[src/rtl/core/dtk_pkg.sv]
`timescale 1ns / 1ps
`default_nettype none

package dtk_pkg;

	// Operation codes carried on the action field
	typedef enum logic [1:0] {
		ACT_INSERT = 2'd0,
		ACT_DROP   = 2'd1,
		ACT_READ   = 2'd2
	} action_t;

	// Per-cell control broadcast from the list controller
	typedef struct packed {
		logic insert;     // insert transaction accepted this cycle
		logic past_count; // cell position is at or beyond the held count
	} dtk_ctrl_t;

endpackage

`default_nettype wire

[src/rtl/core/descending_top_k_list.sv]
`timescale 1ns / 1ps
`default_nettype none
// An accepted transaction's result is on the output register from the next cycle on.
// Throughput: one transaction per cycle; every cell compares against the new key in
// parallel and shifts one place in the same cycle. The output register refills in the
// cycle its transaction leaves; while a result waits unaccepted, the input stalls.
// Reset (arst_n low, asynchronous): list empties (count 0) and no result is pending;
// cell contents are left as they are and are never read before being written.
module descending_top_k_list #(
	parameter int CAPACITY     = 16,
	parameter int KEY_BITS     = 32,
	parameter int PAYLOAD_BITS = 32,
	localparam int POS_W       = $clog2(CAPACITY),
	localparam int CNT_W       = $clog2(CAPACITY + 1)
) (
	input  wire                           clk,
	input  wire                           arst_n,
	input  wire                           in_valid,
	output logic                          in_ready,
	input  wire        [1:0]              action,
	input  wire signed [KEY_BITS-1:0]     new_key,
	input  wire        [PAYLOAD_BITS-1:0] new_payload,
	input  wire        [POS_W-1:0]        read_position,
	output logic                          out_valid,
	input  wire                           out_ready,
	output logic                          entry_valid,
	output logic signed [KEY_BITS-1:0]    entry_key,
	output logic       [PAYLOAD_BITS-1:0] entry_payload,
	output logic       [CNT_W-1:0]        entry_count,
	output logic                          overflow_drop
);
	import dtk_pkg::*;

	localparam logic [CNT_W-1:0] CNT_FULL = CNT_W'(CAPACITY);

	logic                          in_fire;
	logic [CNT_W-1:0]              count_q, count_d;
	logic                          out_valid_q;
	logic                          entry_valid_q, entry_valid_d;
	logic signed [KEY_BITS-1:0]    entry_key_q, entry_key_d;
	logic [PAYLOAD_BITS-1:0]       entry_payload_q, entry_payload_d;
	logic                          overflow_q, overflow_d;
	logic [CNT_W-1:0]              last_pos, read_clamped;
	logic [POS_W-1:0]              read_idx;

	logic                          here_w    [CAPACITY];
	logic signed [KEY_BITS-1:0]    key_w     [CAPACITY];
	logic [PAYLOAD_BITS-1:0]       payload_w [CAPACITY];

	assign in_ready = !out_valid_q || out_ready;
	assign in_fire  = in_valid && in_ready;

	for (genvar i = 0; i < CAPACITY; i++) begin : g_cell
		dtk_ctrl_t ctrl;
		assign ctrl.insert     = in_fire && (action == ACT_INSERT);
		assign ctrl.past_count = (CNT_W'(i) >= count_q);
		if (i == 0) begin : g_head
			dtk_cell #(
				.KEY_BITS     (KEY_BITS),
				.PAYLOAD_BITS (PAYLOAD_BITS)
			) u_cell (
				.clk          (clk),
				.ctrl         (ctrl),
				.new_key      (new_key),
				.new_payload  (new_payload),
				.prev_here    (1'b0),
				.prev_key     (new_key),
				.prev_payload (new_payload),
				.here         (here_w[i]),
				.key          (key_w[i]),
				.payload      (payload_w[i])
			);
		end else begin : g_body
			dtk_cell #(
				.KEY_BITS     (KEY_BITS),
				.PAYLOAD_BITS (PAYLOAD_BITS)
			) u_cell (
				.clk          (clk),
				.ctrl         (ctrl),
				.new_key      (new_key),
				.new_payload  (new_payload),
				.prev_here    (here_w[i-1]),
				.prev_key     (key_w[i-1]),
				.prev_payload (payload_w[i-1]),
				.here         (here_w[i]),
				.key          (key_w[i]),
				.payload      (payload_w[i])
			);
		end
	end

	// Clamp the read position to the tail entry
	assign last_pos     = count_q - CNT_W'(1);
	assign read_clamped = (CNT_W'(read_position) > last_pos) ? last_pos : CNT_W'(read_position);
	assign read_idx     = read_clamped[POS_W-1:0];

	always_comb begin
		count_d         = count_q;
		entry_valid_d   = 1'b0;
		entry_key_d     = '0;
		entry_payload_d = '0;
		overflow_d      = 1'b0;
		case (action)
			ACT_INSERT: begin
				if (count_q == CNT_FULL) begin
					overflow_d = 1'b1;
				end else begin
					count_d = count_q + CNT_W'(1);
				end
			end
			ACT_DROP: begin
				if (count_q != '0) begin
					count_d = count_q - CNT_W'(1);
				end
			end
			ACT_READ: begin
				if (count_q != '0) begin
					entry_valid_d   = 1'b1;
					entry_key_d     = key_w[read_idx];
					entry_payload_d = payload_w[read_idx];
				end
			end
			default: begin
			end
		endcase
	end

	always_ff @(posedge clk or negedge arst_n) begin
		if (!arst_n) begin
			count_q     <= '0;
			out_valid_q <= 1'b0;
		end else begin
			if (in_fire) begin
				count_q     <= count_d;
				out_valid_q <= 1'b1;
			end else if (out_ready) begin
				out_valid_q <= 1'b0;
			end
		end
	end

	always_ff @(posedge clk) begin
		if (in_fire) begin
			entry_valid_q   <= entry_valid_d;
			entry_key_q     <= entry_key_d;
			entry_payload_q <= entry_payload_d;
			overflow_q      <= overflow_d;
		end
	end

	assign out_valid     = out_valid_q;
	assign entry_valid   = entry_valid_q;
	assign entry_key     = entry_key_q;
	assign entry_payload = entry_payload_q;
	assign entry_count   = count_q;
	assign overflow_drop = overflow_q;

`ifndef SYNTHESIS
	a_count_bound: assert property (@(posedge clk) disable iff (!arst_n)
		count_q <= CNT_FULL)
		else $error("held count exceeds capacity");

	a_read_hit: assert property (@(posedge clk) disable iff (!arst_n)
		in_fire && (action == ACT_READ) && (count_q != '0) |=> out_valid && entry_valid)
		else $error("read of non-empty list returned no entry");

	a_drop_only_full: assert property (@(posedge clk) disable iff (!arst_n)
		in_fire && (count_q != CNT_FULL) |=> !overflow_drop)
		else $error("overflow reported on a list that was not full");

	a_drop_empty: assert property (@(posedge clk) disable iff (!arst_n)
		in_fire && (action == ACT_DROP) && (count_q == '0) |=> count_q == '0)
		else $error("drop on empty list changed the count");
`endif

endmodule

`default_nettype wire

[src/rtl/core/dtk_cell.sv]
`timescale 1ns / 1ps
`default_nettype none

module dtk_cell #(
	parameter int KEY_BITS     = 32,
	parameter int PAYLOAD_BITS = 32
) (
	input  wire                           clk,
	input  dtk_pkg::dtk_ctrl_t            ctrl,
	input  wire signed [KEY_BITS-1:0]     new_key,
	input  wire        [PAYLOAD_BITS-1:0] new_payload,
	input  wire                           prev_here,
	input  wire signed [KEY_BITS-1:0]     prev_key,
	input  wire        [PAYLOAD_BITS-1:0] prev_payload,
	output logic                          here,
	output logic signed [KEY_BITS-1:0]    key,
	output logic       [PAYLOAD_BITS-1:0] payload
);
	import dtk_pkg::*;

	logic signed [KEY_BITS-1:0]     key_q;
	logic        [PAYLOAD_BITS-1:0] payload_q;

	// Insert point lies at or before this cell: new key ranks ahead of equal or smaller keys
	assign here    = ctrl.past_count || (key_q <= new_key);
	assign key     = key_q;
	assign payload = payload_q;

	always_ff @(posedge clk) begin
		if (ctrl.insert) begin
			if (prev_here) begin
				// shift back from the neighbour ahead
				key_q     <= prev_key;
				payload_q <= prev_payload;
			end else if (here) begin
				key_q     <= new_key;
				payload_q <= new_payload;
			end
		end
	end

endmodule

`default_nettype wire

[config.mk]
export PLATFORM = sky130hd
export DESIGN_NAME = descending_top_k_list
export DESIGN_NICKNAME = d
export VERILOG_FILES = /design/src/rtl/core/dtk_pkg.sv /design/src/rtl/core/descending_top_k_list.sv /design/src/rtl/core/dtk_cell.sv
export SDC_FILE = /design/constraint.sdc
export NUM_CORES = 2
export LEC_CHECK = 0
export ABC_AREA = 1
export BUFFER_PORTS_ARGS = -buffer_cell sky130_fd_sc_hd__buf_2
export CAP_MARGIN = 30
export CORE_ASPECT_RATIO = 0.8
export CORE_UTILIZATION = 47
export DETAILED_ROUTE_END_ITERATION = 16
export PLACE_DENSITY = 0.61
export SETUP_SLACK_MARGIN = 0.3
export SYNTH_ARGS = -nofsm -noshare
export SYNTH_HDL_FRONTEND = slang
export SYNTH_HIERARCHICAL = 1
export SYNTH_SLANG_ARGS = --single-unit
[constraint.sdc]
create_clock -name clk -period 3.93 [get_ports clk]
set_input_delay 0.393 -clock clk [delete_from_list [all_inputs] [get_ports clk]]
set_output_delay 0.393 -clock clk [all_outputs]
set_load 0.01 [all_outputs]
==> metrics.md <==
| Metric | Value |
|---|---|
| Status | `finished clean` |
| Period minus WS final | `3.63 ns` |
| Clk network pwr share | `22.4%` |
| RSZ-0062 raised after global routing | `no` |
| Most common cell on crit path | `nand2_2` |
| Highest metal used | `met4` |
| Starting Density | `47.4%` |
| Chip Height | `355 um` |
| H-tree levels | `4` |
| Worst setup SP type | `flop` |
| Hold crit path type | `input port to async pin` |
| Most frequent cells in the layout | `3389 x nand2_1, 1671 x inv_1, 1266 x nand3_1, 1090 x edfxtp_1, 520 x ha_1` |
| Critical path's largest stage delay | `0.56 ns` |
| Maximum clock rate | `0.276 GHz` |
| Residual DRC | `0` |
| Met1 wire length | `115000 um` |
| Finished layout cell area | `82200 sq um` |
| Worst path cell trace | `ha_1, nand2_2, nor2_2, nand2_2, nor3b_4, a31oi_1, nand3_4, inv_2, nand4_1, nand2_1, inv_4, buf_12` |
| DIE AREA | `around 160000 sq um` |
| Final ANT Viol Nets | `0` |
| Core footprint | `155000 sq um` |
| Max Cap Viol | `0` |
| Relative slew slack | `38.1%` |
| DR vias | `66300` |
| CP bufs+invs | `3` |
| CP Class | `flop to flop` |
| CTS root buf | `clkbuf_16` |
| Routability cong. | `0.974` |
| Power Internal | `approximately 29000 uW` |
| Worst setup path start | `g_cell[10].g_body.u_cell/key[31]$_DFFE_PP_` |
| Sw power | `between 20000 and 25000 uW` |
| Clock skew | `0.0373 ns` |
| Cells after synthesis | `roughly 9700` |
| Layout cells sized above 1 | `7.35%` |
| Worst-Skew Late Latency | `around 0.80 ns` |
| Fin nets | `10300` |
| Critical path required time | `around 4.4 ns` |
| CTS buffer count | `around 130` |
| Post-detailed-placement half-perimeter wirelength | `175000 um` |
| CP delay by family, top | `simple AND/OR/NAND/NOR gates` |
| FP Rows | `129` |
| Met2 WL | `between 100000 and 150000 um` |
| R2R depth | `12` |
| Area delta synth->final | `12.2%` |
| WL/cell | `22.6 um` |
| Finish-stage setup viols | `0` |
| Final Hold Vio Count | `0` |
| Routed WL | `268000 um` |
| Period Utilization, post-route | `92.4%` |
| Number of global-route vias before repair | `61800` |
| Iter 0 DRT Violations | `between 8000 and 9000` |
| Worst Tran Pin Value | `0.917 ns` |
| Critical Path End Type | `flop` |
| Sequential Power Share | `29.0%` |
| Worst R2R Start | `g_cell[10].g_body.u_cell/key[31]$_DFFE_PP_` |
| Fin cells | `11900` |
| Post-DP Area | `between 70000 and 80000 sq um` |
| First-pass GRT wire length | `between 300000 and 400000 um` |
| IO Count | `147` |
| Vias per cell | `5.59` |
| Slew Limit Fails | `0` |
| Critical path depth | `12` |
| Crit Path Max Fanout | `28` |
| Gate power share | `48.6%` |
| Pleak | `0.0409 uW` |
| Critical Path End | `g_cell[11].g_body.u_cell/payload[5]$_DFFE_PP_` |
| Port Buffer Count | `roughly 150` |
| Antenna violations before repair | `9` |
| Synthesis Warnings | `6` |
| DIE WIDTH | `444 um` |
| RR Endpoint | `g_cell[11].g_body.u_cell/payload[5]$_DFFE_PP_` |
| Dpl cells | `11600` |
| Switching part of the total | `45.2%` |
| Clk buf depth | `3` |
| Largest net degree at the start of global routing | `96` |
| Peak supply drop | `631 uV` |
| R2R Setup Slk | `0.30 ns` |
| GRT overflow | `0` |
| Clock slew at reported path FFs | `0.06 ns` |
| Fill count | `14600` |
| Routed wl met3 | `roughly 28000 um` |
| Most common cell after layout, fill and taps aside | `nand2_1` |
| CTS tree | `done` |
| Power per cell area | `644 nW/um^2` |
| Post-Syn Area | `73300 sq um` |
| WP data arrival | `slightly above 4 ns` |
| Initial DRT Pass Iterations | `6` |
| Syn avg cell area | `7.57 sq um` |
| GRT Overall Usage | `33.2%` |
| Sinks on Clock Net | `1096` |
| Slowest cell on the critical path | `ha_1` |
power groups by stage:
| stage | Clock (uW) | Combinational (uW) | Sequential (uW) |
|---|---|---|---|
| after floorplan | 0 | 14700 | 15500 |
| after global placement | 0 | 23900 | 15500 |
| after detailed placement | 0 | 24300 | 15500 |
| after CTS | 12000 | 24400 | 15300 |
| after global routing | 12400 | 27600 | 15400 |
| final | 11900 | 25700 | 15300 |
what timing repair did:
item,CTS,global route
setup buffers,0,10
hold buffers,3,0
endpoints found under the setup margin,58,63
pin swaps,0,4
gates resized for setup,2,23
cloned,0,8
endpoints found under the hold margin,7,0
routing by layer:
metal	up-vias	track usage (%)
met1	31300	47.6
met3	440	5.20
met2	3442	50.8
met4	0	11.9
li1	31100	-
met5	-	0
worst reg2reg max path: stages (launching register included):
cell	delay, ns
edfxtp_1	0.41
ha_1	0.56
nand2_2	0.11
nor2_2	0.22
nand2_2	0.11
nor3b_4	0.47
a31oi_1	0.33
nand3_4	0.22
inv_2	0.10
nand4_1	0.10
nand2_1	0.09
inv_4	0.24
buf_12	0.26
through the flow:
| step | setup slack, ns | hold slack [ns] | TNS (ns) | util [%] | power (uW) |
|---|---|---|---|---|---|
| 5_1_grt | 0.264 | 0.0264 | 0 | 53.1 | 55400 |
| 3_3_place_gp | -0.233 | 0.345 | -11.56 | 50.3 | 39500 |
| 2_1_floorplan | 0.513 | 0.0974 | 0 | - | 30100 |
| 3_5_place_dp | -0.214 | 0.342 | -11.06 | 50.3 | 39800 |
| 4_1_cts | 0.313 | 0.0166 | 0 | 52.9 | 51700 |
| 6_report | 0.300 | 0.0665 | 0 | 53.1 | 52900 |
final cells by class:
type / count / area, sq um / area share, %
inverters: 1764 / 6670 / 8.11
clock buffers: 170 / 3530 / 4.29
flip-flops and latches: 1096 / 32900 / 40.0
multi-input cells: 6362 / 32100 / 39.1
diodes: 4 / 10.0 / 0.0122
clock inverters: 61 / 455 / 0.554
well taps: 2030 / 2540 / 3.09
repair buffers: 387 / 4030 / 4.90
registers in the layout, summed over array words and instances (netlist names):
name	flops
entry_count	5
entry_key	32
entry_payload	32
entry_valid	1
g_cell.g_body.u_cell/key	480
g_cell.g_body.u_cell/payload	480
g_cell.g_head.u_cell/key	32
g_cell.g_head.u_cell/payload	32
out_valid	1
overflow_drop	1
worst min path at each step:
| stage | depth (start not counted) | from | to | slack, ns |
|---|---|---|---|---|
| 4_1_cts | 2 | arst_n | entry_count[3]$_DFFE_PN0P_ | 0.02 |
| 5_1_grt | 2 | arst_n | entry_count[3]$_DFFE_PN0P_ | 0.03 |
| 3_5_place_dp | 1 | arst_n | entry_count[3]$_DFFE_PN0P_ | 0.34 |
| 3_3_place_gp | 1 | arst_n | entry_count[3]$_DFFE_PN0P_ | 0.35 |
| 6_report | 2 | arst_n | out_valid$_DFFE_PN0P_ | 0.07 |
| 2_1_floorplan | 0 | arst_n | entry_count[0]$_DFFE_PN0P_ | 0.1 |
(Power assumes the default switching activity.)
